## src/sv/sha_pkg.sv

```systemverilog
// ----------------------------------------------------------------------------
// SHA-256 hasher package
// Shared types, round constants and helper functions.
// ----------------------------------------------------------------------------
package sha_pkg;

    localparam int unsigned DIGEST_WORDS = 8;
    localparam int unsigned BLOCK_BYTES  = 64;
    localparam int unsigned ROUNDS       = 64;
    localparam logic [60:0] MAX_BYTES    = {61{1'b1}};
    localparam logic [7:0]  PAD_BYTE     = 8'h80;
    localparam logic [5:0]  LEN_START    = 6'd56;

    typedef enum logic [2:0] {
        ST_IDLE,
        ST_LOAD,
        ST_COMP,
        ST_ADD,
        ST_PAD,
        ST_OUT
    } state_t;

    // controller to datapath
    typedef struct packed {
        logic       push_en;    // write push_byte into the block words
        logic [7:0] push_byte;
        logic       count_byte; // advance the message byte count
        logic       comp_start; // load working registers
        logic       comp_round; // run one round
        logic       comp_final; // add working set into chain
        logic       msg_clear;  // back to initial state
        logic       out_shift;  // advance the digest output word
    } dp_cmd_t;

    // datapath to controller
    typedef struct packed {
        logic [5:0]  fill;
        logic [5:0]  round;
        logic [63:0] bit_len;
    } dp_stat_t;

    function automatic logic [31:0] rotr(input logic [31:0] v, input int unsigned n);
        rotr = (v >> n) | (v << (32 - n));
    endfunction

    function automatic logic [31:0] init_h(input logic [2:0] i);
        case (i)
            3'd0: init_h = 32'h6a09e667;
            3'd1: init_h = 32'hbb67ae85;
            3'd2: init_h = 32'h3c6ef372;
            3'd3: init_h = 32'ha54ff53a;
            3'd4: init_h = 32'h510e527f;
            3'd5: init_h = 32'h9b05688c;
            3'd6: init_h = 32'h1f83d9ab;
            default: init_h = 32'h5be0cd19;
        endcase
    endfunction

    localparam logic [31:0] ROUND_K [64] = '{
        32'h428a2f98, 32'h71374491, 32'hb5c0fbcf, 32'he9b5dba5,
        32'h3956c25b, 32'h59f111f1, 32'h923f82a4, 32'hab1c5ed5,
        32'hd807aa98, 32'h12835b01, 32'h243185be, 32'h550c7dc3,
        32'h72be5d74, 32'h80deb1fe, 32'h9bdc06a7, 32'hc19bf174,
        32'he49b69c1, 32'hefbe4786, 32'h0fc19dc6, 32'h240ca1cc,
        32'h2de92c6f, 32'h4a7484aa, 32'h5cb0a9dc, 32'h76f988da,
        32'h983e5152, 32'ha831c66d, 32'hb00327c8, 32'hbf597fc7,
        32'hc6e00bf3, 32'hd5a79147, 32'h06ca6351, 32'h14292967,
        32'h27b70a85, 32'h2e1b2138, 32'h4d2c6dfc, 32'h53380d13,
        32'h650a7354, 32'h766a0abb, 32'h81c2c92e, 32'h92722c85,
        32'ha2bfe8a1, 32'ha81a664b, 32'hc24b8b70, 32'hc76c51a3,
        32'hd192e819, 32'hd6990624, 32'hf40e3585, 32'h106aa070,
        32'h19a4c116, 32'h1e376c08, 32'h2748774c, 32'h34b0bcb5,
        32'h391c0cb3, 32'h4ed8aa4a, 32'h5b9cca4f, 32'h682e6ff3,
        32'h748f82ee, 32'h78a5636f, 32'h84c87814, 32'h8cc70208,
        32'h90befffa, 32'ha4506ceb, 32'hbef9a3f7, 32'hc67178f2
    };

endpackage

```

## src/sv/sha_datapath.sv

```systemverilog
// ----------------------------------------------------------------------------
// SHA-256 datapath
// Block words and schedule window, round unit, chain and length count.
// ----------------------------------------------------------------------------
module sha_datapath (
    input  logic                aclk,
    input  logic                aresetn,
    input  sha_pkg::dp_cmd_t    cmd,
    output sha_pkg::dp_stat_t   stat,
    output logic                ovf,
    output logic [31:0]         out_word
);

    logic [5:0]  fill_reg, fill_next;
    logic [60:0] total_reg;
    logic        ovf_reg;
    logic [31:0] h_reg [8];
    logic [31:0] wk_reg [8];    // a..h
    logic [31:0] w_reg [16];    // block words, then schedule window, w_reg[0] is w[t]
    logic [5:0]  round_reg;

    logic [31:0] t1, t2, s0, s1, w_new;

    always_comb begin
        fill_next = fill_reg + 6'd1;
        t1 = wk_reg[7] + (sha_pkg::rotr(wk_reg[4], 6) ^ sha_pkg::rotr(wk_reg[4], 11)
             ^ sha_pkg::rotr(wk_reg[4], 25)) + ((wk_reg[4] & wk_reg[5]) ^ (~wk_reg[4] & wk_reg[6]))
             + sha_pkg::ROUND_K[round_reg] + w_reg[0];
        t2 = (sha_pkg::rotr(wk_reg[0], 2) ^ sha_pkg::rotr(wk_reg[0], 13)
             ^ sha_pkg::rotr(wk_reg[0], 22))
             + ((wk_reg[0] & wk_reg[1]) ^ (wk_reg[0] & wk_reg[2]) ^ (wk_reg[1] & wk_reg[2]));
        s0 = sha_pkg::rotr(w_reg[1], 7) ^ sha_pkg::rotr(w_reg[1], 18) ^ (w_reg[1] >> 3);
        s1 = sha_pkg::rotr(w_reg[14], 17) ^ sha_pkg::rotr(w_reg[14], 19) ^ (w_reg[14] >> 10);
        w_new = w_reg[0] + s0 + w_reg[9] + s1;
    end

    always_ff @(posedge aclk) begin
        if (!aresetn) begin
            fill_reg  <= '0;
            total_reg <= '0;
            ovf_reg   <= 1'b0;
            round_reg <= '0;
            for (int i = 0; i < 8; i++) begin
                h_reg[i] <= sha_pkg::init_h(3'(i));
            end
        end else begin
            if (cmd.push_en) begin
                fill_reg <= fill_next;
            end
            if (cmd.count_byte) begin
                if (total_reg == sha_pkg::MAX_BYTES) begin
                    ovf_reg <= 1'b1;
                end else begin
                    total_reg <= total_reg + 61'd1;
                end
            end
            if (cmd.comp_start) begin
                round_reg <= '0;
            end else if (cmd.comp_round) begin
                round_reg <= round_reg + 6'd1;
            end
            if (cmd.comp_final) begin
                for (int i = 0; i < 8; i++) begin
                    h_reg[i] <= h_reg[i] + wk_reg[i];
                end
            end else if (cmd.out_shift) begin
                // rotate so the next digest word moves to the front
                for (int i = 0; i < 7; i++) begin
                    h_reg[i] <= h_reg[i + 1];
                end
                h_reg[7] <= h_reg[0];
            end
            if (cmd.msg_clear) begin
                total_reg <= '0;
                ovf_reg   <= 1'b0;
                fill_reg  <= '0;
                for (int i = 0; i < 8; i++) begin
                    h_reg[i] <= sha_pkg::init_h(3'(i));
                end
            end
        end
    end

    // working set and schedule window, no reset
    always_ff @(posedge aclk) begin
        if (cmd.comp_start) begin
            for (int i = 0; i < 8; i++) begin
                wk_reg[i] <= h_reg[i];
            end
        end else if (cmd.comp_round) begin
            wk_reg[0] <= t1 + t2;
            wk_reg[1] <= wk_reg[0];
            wk_reg[2] <= wk_reg[1];
            wk_reg[3] <= wk_reg[2];
            wk_reg[4] <= wk_reg[3] + t1;
            wk_reg[5] <= wk_reg[4];
            wk_reg[6] <= wk_reg[5];
            wk_reg[7] <= wk_reg[6];
            for (int i = 0; i < 15; i++) begin
                w_reg[i] <= w_reg[i + 1];
            end
            w_reg[15] <= w_new;
        end else if (cmd.push_en) begin
            // gather bytes big-endian into the block words
            w_reg[fill_reg[5:2]][{~fill_reg[1:0], 3'b000} +: 8] <= cmd.push_byte;
        end
    end

    assign stat.fill    = fill_reg;
    assign stat.round   = round_reg;
    assign stat.bit_len = {total_reg, 3'b000};
    assign ovf          = ovf_reg;
    assign out_word     = h_reg[0];

endmodule

```

## src/sv/sha_ctrl.sv

```systemverilog
// ----------------------------------------------------------------------------
// SHA-256 controller
// Sequences byte intake, compression, padding and digest output.
// ----------------------------------------------------------------------------
module sha_ctrl (
    input  logic                aclk,
    input  logic                aresetn,
    input  logic                s_tvalid,
    output logic                s_tready,
    input  logic [7:0]          in_byte,
    input  logic                in_bvalid,
    input  logic                in_eom,
    output logic                m_tvalid,
    input  logic                m_tready,
    output logic [2:0]          out_idx,
    output sha_pkg::dp_cmd_t    cmd,
    input  sha_pkg::dp_stat_t   stat
);

    sha_pkg::state_t state_reg, state_next;
    logic       pad_reg, pad_next;       // message is closing
    logic       padded_reg, padded_next; // 0x80 already written
    logic       wrap_reg, wrap_next;     // length goes into the next block
    logic       done_reg, done_next;     // length written, digest follows
    logic [2:0] idx_reg, idx_next;
    logic       full;
    logic [2:0] len_sel;

    assign full    = (stat.fill == 6'd63);
    assign len_sel = 3'(stat.fill - sha_pkg::LEN_START);

    always_ff @(posedge aclk) begin
        if (!aresetn) begin
            state_reg  <= sha_pkg::ST_IDLE;
            pad_reg    <= 1'b0;
            padded_reg <= 1'b0;
            wrap_reg   <= 1'b0;
            done_reg   <= 1'b0;
            idx_reg    <= '0;
        end else begin
            state_reg  <= state_next;
            pad_reg    <= pad_next;
            padded_reg <= padded_next;
            wrap_reg   <= wrap_next;
            done_reg   <= done_next;
            idx_reg    <= idx_next;
        end
    end

    always_comb begin
        state_next  = state_reg;
        pad_next    = pad_reg;
        padded_next = padded_reg;
        wrap_next   = wrap_reg;
        done_next   = done_reg;
        idx_next    = idx_reg;
        cmd         = '0;
        s_tready    = 1'b0;
        m_tvalid    = 1'b0;
        unique case (state_reg)
            sha_pkg::ST_IDLE: begin
                s_tready = 1'b1;
                if (s_tvalid) begin
                    if (in_bvalid) begin
                        cmd.push_en    = 1'b1;
                        cmd.push_byte  = in_byte;
                        cmd.count_byte = 1'b1;
                    end
                    if (in_bvalid && full) begin
                        state_next = sha_pkg::ST_LOAD;
                        pad_next   = in_eom;
                    end else if (in_eom) begin
                        state_next = sha_pkg::ST_PAD;
                        pad_next   = 1'b1;
                    end
                end
            end
            sha_pkg::ST_LOAD: begin
                cmd.comp_start = 1'b1;
                state_next     = sha_pkg::ST_COMP;
            end
            sha_pkg::ST_COMP: begin
                cmd.comp_round = 1'b1;
                if (stat.round == 6'd63) begin
                    state_next = sha_pkg::ST_ADD;
                end
            end
            sha_pkg::ST_ADD: begin
                cmd.comp_final = 1'b1;
                if (!pad_reg) begin
                    state_next = sha_pkg::ST_IDLE;
                end else if (done_reg) begin
                    state_next = sha_pkg::ST_OUT;
                end else begin
                    state_next = sha_pkg::ST_PAD;
                end
            end
            sha_pkg::ST_PAD: begin
                cmd.push_en = 1'b1;
                if (!padded_reg) begin
                    cmd.push_byte = sha_pkg::PAD_BYTE;
                    padded_next   = 1'b1;
                    // no room for the length behind the marker
                    wrap_next     = (stat.fill >= sha_pkg::LEN_START);
                end else if (stat.fill >= sha_pkg::LEN_START && !wrap_reg) begin
                    cmd.push_byte = stat.bit_len[{~len_sel, 3'b000} +: 8];
                end else begin
                    cmd.push_byte = 8'h00;
                end
                if (full) begin
                    state_next = sha_pkg::ST_LOAD;
                    done_next  = padded_reg && !wrap_reg;
                    wrap_next  = 1'b0;
                end
            end
            sha_pkg::ST_OUT: begin
                m_tvalid = 1'b1;
                if (m_tready) begin
                    idx_next = idx_reg + 3'd1;
                    if (idx_reg == 3'd7) begin
                        cmd.msg_clear = 1'b1;
                        pad_next      = 1'b0;
                        padded_next   = 1'b0;
                        done_next     = 1'b0;
                        state_next    = sha_pkg::ST_IDLE;
                    end else begin
                        cmd.out_shift = 1'b1;
                    end
                end
            end
            default: state_next = sha_pkg::ST_IDLE;
        endcase
    end

    assign out_idx = idx_reg;

endmodule

```

## src/sv/sha256_stream_hasher.sv

```systemverilog
// ----------------------------------------------------------------------------
// SHA-256 stream hasher
// Byte-serial SHA-256 engine with padding and eight-word digest output.
// ----------------------------------------------------------------------------
// Usage:
//   Slave channel: one word per handshake, tdata = data_byte, tuser bit 0 =
//   byte_valid, tlast = end_of_message. Words without a byte or end are
//   taken and dropped.
//   Master channel: eight words per message, tdata = digest_word, tuser =
//   word_index then size_overflow from the lowest bit up, tlast on word 7.
//   Throughput: one byte per cycle while a block fills; the 64th byte of a
//   block stalls intake while the block compresses (load, 64 rounds of the
//   single round unit, chain add). Closing a message with f bytes held pads
//   one byte per cycle up to the end of the block, then compresses it; when
//   f is 56 or more a second block of padding and length follows. A closing
//   byte that completes a block adds its own compression first. The digest
//   then leaves one word per cycle while the receiver is ready. A stalled
//   receiver holds the current digest word and blocks intake until all eight
//   words leave. Reset loads the initial hash and clears counts and flags.
// ----------------------------------------------------------------------------
module sha256_stream_hasher (
    input  logic        aclk,
    input  logic        aresetn,
    input  logic        s_tvalid,
    output logic        s_tready,
    input  logic [7:0]  s_tdata,   // data_byte
    input  logic        s_tuser,   // byte_valid
    input  logic        s_tlast,   // end_of_message
    output logic        m_tvalid,
    input  logic        m_tready,
    output logic [31:0] m_tdata,   // digest_word
    output logic [3:0]  m_tuser,   // word_index[2:0], size_overflow
    output logic        m_tlast    // last_word
);

    sha_pkg::dp_cmd_t  cmd;
    sha_pkg::dp_stat_t stat;
    logic              ovf;
    logic [2:0]        idx;

    sha_ctrl u_ctrl (
        .aclk      (aclk),
        .aresetn   (aresetn),
        .s_tvalid  (s_tvalid),
        .s_tready  (s_tready),
        .in_byte   (s_tdata),
        .in_bvalid (s_tuser),
        .in_eom    (s_tlast),
        .m_tvalid  (m_tvalid),
        .m_tready  (m_tready),
        .out_idx   (idx),
        .cmd       (cmd),
        .stat      (stat)
    );

    sha_datapath u_dp (
        .aclk     (aclk),
        .aresetn  (aresetn),
        .cmd      (cmd),
        .stat     (stat),
        .ovf      (ovf),
        .out_word (m_tdata)
    );

    assign m_tuser = {ovf, idx};
    assign m_tlast = (idx == 3'd7);

endmodule

```

## config.mk

```make
export PLATFORM = sky130hd
export DESIGN_NAME = sha256_stream_hasher
export DESIGN_NICKNAME = d
export VERILOG_FILES = /design/src/sv/sha_pkg.sv /design/src/sv/sha_datapath.sv /design/src/sv/sha_ctrl.sv /design/src/sv/sha256_stream_hasher.sv
export SDC_FILE = /design/constraint.sdc
export NUM_CORES = 2
export LEC_CHECK = 0
export ABC_AREA = 1
export BUFFER_PORTS_ARGS = -buffer_cell sky130_fd_sc_hd__buf_2
export CORE_UTILIZATION = 40
export DETAILED_ROUTE_END_ITERATION = 16
export MAX_ROUTING_LAYER = met4
export PLACE_DENSITY_LB_ADDON = 0.1
export SYNTH_ARGS = -nofsm -noshare
export SYNTH_HDL_FRONTEND = slang
export SYNTH_HIERARCHICAL = 1
export SYNTH_SLANG_ARGS = --single-unit
```

## constraint.sdc

```tcl
create_clock -name aclk -period 14.5 [get_ports aclk]
set_clock_uncertainty 0.2 [all_clocks]
set_input_delay 2.175 -clock aclk [delete_from_list [all_inputs] [get_ports aclk]]
set_output_delay 2.175 -clock aclk [all_outputs]
set_load 0.01 [all_outputs]
```

# After elaboration in Yosys (flattened, before gate mapping)
# Memories as Yosys holds them, arrays and structs flattened.
# Index checks and enable logic that the tools add are counted.
# totals
romBits	2048
ramBits	1024
out_inout_bits	39
in_bits	14
memories	4
latchBits	0
elab_cells	258
register_bits	84
# op_classes
shifts	3
eq_ne	16
n_mul	0
mux	117
bitwise	64
add_sub_neg	24
magnitude_cmp	2
div_mod_pow	0
reduce_logical	18
# memory_table
memory	words	width	read_ports	rd_clocked_by_memory_dff	write_ports	line	rtl
(no name shown)	64	32	1	0	0	sha_datapath.sv:28	+ sha_pkg::ROUND_K[round_reg] + w_reg[0];
u_dp.w_reg	16	32	16	0	16	sha_datapath.sv:19	logic [31:0] w_reg [16];
u_dp.h_reg	8	32	8	0	8	sha_datapath.sv:17	logic [31:0] h_reg [8];
u_dp.wk_reg	8	32	8	0	8	sha_datapath.sv:18	logic [31:0] wk_reg [8];
# ops
cell	count
$mux W32	61
$add A32 B32 Y32	18
$xor A32 B32 Y32	9
$and A32 B32 Y32	5
$shiftx A64 B7 Y8	1
$add A61 B1 Y61 const B	1
$eq A61 B61 Y1 const B	1
$mux W1	36
$not A32 Y32	1
$or A1 B1 Y1	32
$or A10 B32 Y32	1
$or A13 B32 Y32	1
$or A14 B32 Y32	1
$or A15 B32 Y32	1
$or A19 B32 Y32	1
$or A21 B32 Y32	1
$or A25 B32 Y32	1
$or A26 B32 Y32	1
$or A30 B32 Y32	1
$or A7 B32 Y32	1
$reduce_or A32 Y1	1
$shift A8 B7 Y32 const A	1
$shiftx A8 B7 Y32	1
$xor A32 B22 Y32	1
other kinds (36)	65

# Longest topological paths before layout
# logic_depth
word_depth	12
ltp_mapped	49
ltp_nobuf	48

# Cells and area by module
# The synthesis kept the hierarchy.
# modules_own_cells
module	cells_each	area_per_inst_um2	instances	seq_area_each_um2
sha_datapath	9893	80274.5	1	30949.7
sha_ctrl	229	1283.7	1	200.2
sha256_stream_hasher	4	21.3	1	0.0

# Worst setup path before layout
# Ideal clock, no wire load.
# synth_timing
path_type	register -> register
start	register u_ctrl.state_reg[2]
end	memory u_dp.w_reg[15][24], enable pin
period_less_slack_ns	8.190
required_ns	13.997
setup_time_ns	0.303
t_arrival_ns	7.687
setup_slack_ns	6.310
path_buffers	2
path_stages_with_launch	11
path_cell_list	dfxtp_1 nor3_1 inv_1 nand2_1 nor2_2 nand2_1 buf_2 nor2_2 inv_1 clkbuf_1 nand2_1
# synth_lines
element	line	rtl
start, declared	sha_ctrl.sv:20	sha_pkg::state_t state_reg, state_next;
start signal, assigned	sha_ctrl.sv:34	state_reg <= sha_pkg::ST_IDLE;
start signal, assigned	sha_ctrl.sv:41	state_reg <= state_next;
end, declared	sha_datapath.sv:19	

==> results.py <==
metrics = {
    "detailed_routing": {
        "dr_total_vias": 73800,
        "vias_per_cell": 5.75,
        "wl_per_cell_um": 28.8,
        "antenna_left": 0,
        "drt-initial-drc-count": 7316,
        "drc": 0,
        "drt_wl_total_um": 369000,
        "first_pass_iters": 9,
    },
    "placed_design": {
        "io_buffers": 52,
        "gp_congestion": 1.04,
        "hpwl_um": 290000,
        "dpl_worst_slack_ns": 5.33,
    },
    "worst_setup_path": {
        "reg2reg_depth": 37,
        "critPathLaunchType": "flop",
        "worstSetupPathType": "reg2reg",
        "worst-path-max-fanout": 15,
        "worst_ep_arrival_time_ns": 9.65,
        "critPathCaptureType": "flop",
        "critical_path.max_stage_delay_ns": 0.71,
        "required_ns": 14.84,
        "cp_slowest_cell": "dfxtp_1",
        "reg2reg_setup_slack_ns": 5.19,
        "timing.critical_path.mode_cell": "nand2_1",
    },
    "timing": {
        "maxClockFrequency_mhz": 107,
        "max-slew-margin-rel_pct": 4.69,
        "finalCriticalPeriod_ns": 9.31,
        "finalHoldViolations": 0,
        "setup_ws_ns": 5.19,
        "drv_slew": 0,
        "timing.final.crit_share_pct": 64.2,
        "setup_viol": 0,
        "rsz0062_at_grt": "no",
        "worst_slew_pin_slew_ns": 1.42,
        "timing.setup.tns_ns": 0,
    },
    "yosys": {
        "synth_fa_ha_area_share_pct": 11.0,
        "async_flop_share_pct": 0,
        "synth_top_area_share_pct": 33.0,
        "syn-instance-count": 10100,
        "netlist_area_mm2": 0.0816,
        "yosys.area_share.simple_pct": 19.2,
        "synth-edff-count": 896,
        "syn_area_per_cell_um2": 8.06,
        "synth_xor_area_share_pct": 4.28,
        "synth_top_family_by_area": "simple AND/OR/NAND/NOR gates",
        "yosysUniqueCellTypes": 72,
        "synth.largest_area_cell": "edfxtp_1",
        "synth-main-ff-cell": "edfxtp_1",
        "yosysWarnings": 6,
        "synth_area_leaders": "edfxtp_1, nand2_1, ha_1, a21oi_1, inv_1",
        "synth_mux_area_share_pct": 4.03,
        "ys_seq_area_share_pct": 38.2,
        "synth_compound_gate_area_share_pct": 15.5,
        "ys_ff_latch": 1108,
    },
    "clock_tree": {
        "clk_latency_ns": 0.84,
        "cts_hold_buf": 0,
        "cts_tree": "built",
        "cts_sinks": 1108,
        "cts_inserted_buffers": 137,
        "cts.repair.resized": 0,
        "root_buffer": "clkbuf_16",
        "htreeDepth": 4,
        "clockBufferDepth": 3,
        "post_cts_buffers": 0,
        "cts.clk_slew.worst_paths_ns": 0.06,
    },
    "floorplan": {
        "core_region_area_mm2": 0.202,
        "fp.dieW_um": 454,
        "start_util_pct": 40.3,
        "rows": 165,
        "fp.dieH_um": 454,
        "die_area_mm2": 0.206,
        "ios": 53,
    },
    "global_routing": {
        "grt_max_degree": 110,
        "grt_pass1_wl_um": 519000,
        "track_usage_pct": 36.3,
        "antenna_found_initial": 12,
        "grt_pass1_vias": 71100,
        "grt-ovfl-total": 0,
    },
    "hold_path": {
        "hold_depth": 2,
        "hold_path_class": "reg2reg",
    },
    "outcome": {
        "status": "completed",
    },
    "final_layout": {
        "fillCellCount": 20600,
        "largest_reg_flops": 512,
        "drive_above_1_share_pct": 7.83,
        "syn2layout_area_growth_pct": 9.15,
        "nets": 10600,
    },
    "run": {
        "max-cap-violations": 0,
    },
}
==> cells in the final DEF, fill, tap and decap left out, types with 137 or more instances in the layout <==
| master | count |
|---|---|
| dfxtp_1 | 212 |
| ha_1 | 401 |
| clkbuf_16 | 137 |
| edfxtp_1 | 896 |
| xnor2_1 | 178 |
| o21ai_0 | 890 |
| xor2_1 | 221 |
| nor2_1 | 924 |
| inv_1 | 1200 |
| a21oi_1 | 966 |
| fa_1 | 195 |
| mux2_2 | 291 |
| nand2_1 | 2033 |
| nand3_1 | 415 |
==> worst max-delay path, delay by kind of cell (launching register included) <==
kind | cells | cell delay (ns)
adder cells (fa/ha/maj) | 7 | 3.23
AND/OR/NAND/NOR | 20 | 2.91
buffers and inverters | 6 | 0.86
AO/OA/AOI/OAI | 3 | 0.72
flip-flops | 1 | 0.71
XOR/XNOR | 1 | 0.39
==> metal layers <==
metal / vias up / global-route usage (%) / share of wire (%)
met5: - / - / 0
met4: 0 / 17.9 / 5.8
met3: 618 / 4.85 / 6.5
met2: 3002 / 57.2 / 46
met1: 36100 / 45.7 / 42
li1: 34100 / - / -
==> cell usage after synthesis, drive strengths merged, types with 36 or more instances <==
library cell,number
nor2,968
a21boi,36
mux2,291
inv,1226
o21bai,69
nand2,2043
a31oi,66
nor3,130
fa,195
edfxtp,896
o211ai,51
or2,40
nand3,420
ha,401
dfxtp,212
buf,131
xor2,221
xnor2,178
a21o,46
o221ai,41
a21oi,966
clkbuf,284
nand4,103
o21ai,915
==> through the flow <==
step / area (um^2) / hold WS, ns / instances / util (%)
detailed placement: 84400 / 0.255 / 12600 / 41.7
finish: 89000 / 0.269 / 12800 / 44.0
global route: 89000 / 0.294 / 12800 / 44.0
CTS: 89000 / 0.271 / 12800 / 44.0
global placement: 84400 / 0.249 / 12600 / 41.7
floorplan: 81600 / 0.238 / 10100 / -
==> logic make-up (layout without fill, tap and decap cells) <==
kind of cell	count (synthesis)	count (layout)
DFF	1108	1108
and+or+nand+nor	3778	3778
AOI/OAI and AO/OA	2305	2305
buffers and inverters	1644	1655
xor gates and xnor gates	399	399
muxes	292	292
other	1	17
adders and majority gates	599	599
==> final cells by class <==
class	instances	area [um^2]	area share, %
multi-input cells	7376	44100	49.5
flip-flops and latches	1108	31100	35.0
inverters	1229	4620	5.19
clock buffers	175	3610	4.06
well taps	2672	3340	3.75
repair buffers	170	1170	1.32
clock inverters	81	1020	1.14
diodes	14	35.0	0.0393
==> path summary, 6_finish.rpt <==
path | start | to
hold reg to reg | u_dp/ovf$_SDFFE_PP0P_ | u_dp/ovf$_SDFFE_PP0P_
hold / removal | u_dp/ovf$_SDFFE_PP0P_ | u_dp/ovf$_SDFFE_PP0P_
setup reg to reg | u_dp/round_reg[0]$_SDFFE_PP0P_ | u_dp/wk_reg[0][31]$_DFFE_PP_
setup / recovery | u_dp/round_reg[0]$_SDFFE_PP0P_ | u_dp/wk_reg[0][31]$_DFFE_PP_
Power is not shown: default switching activity piles up to over one toggle a cycle in this logic, so the estimate is an artifact.
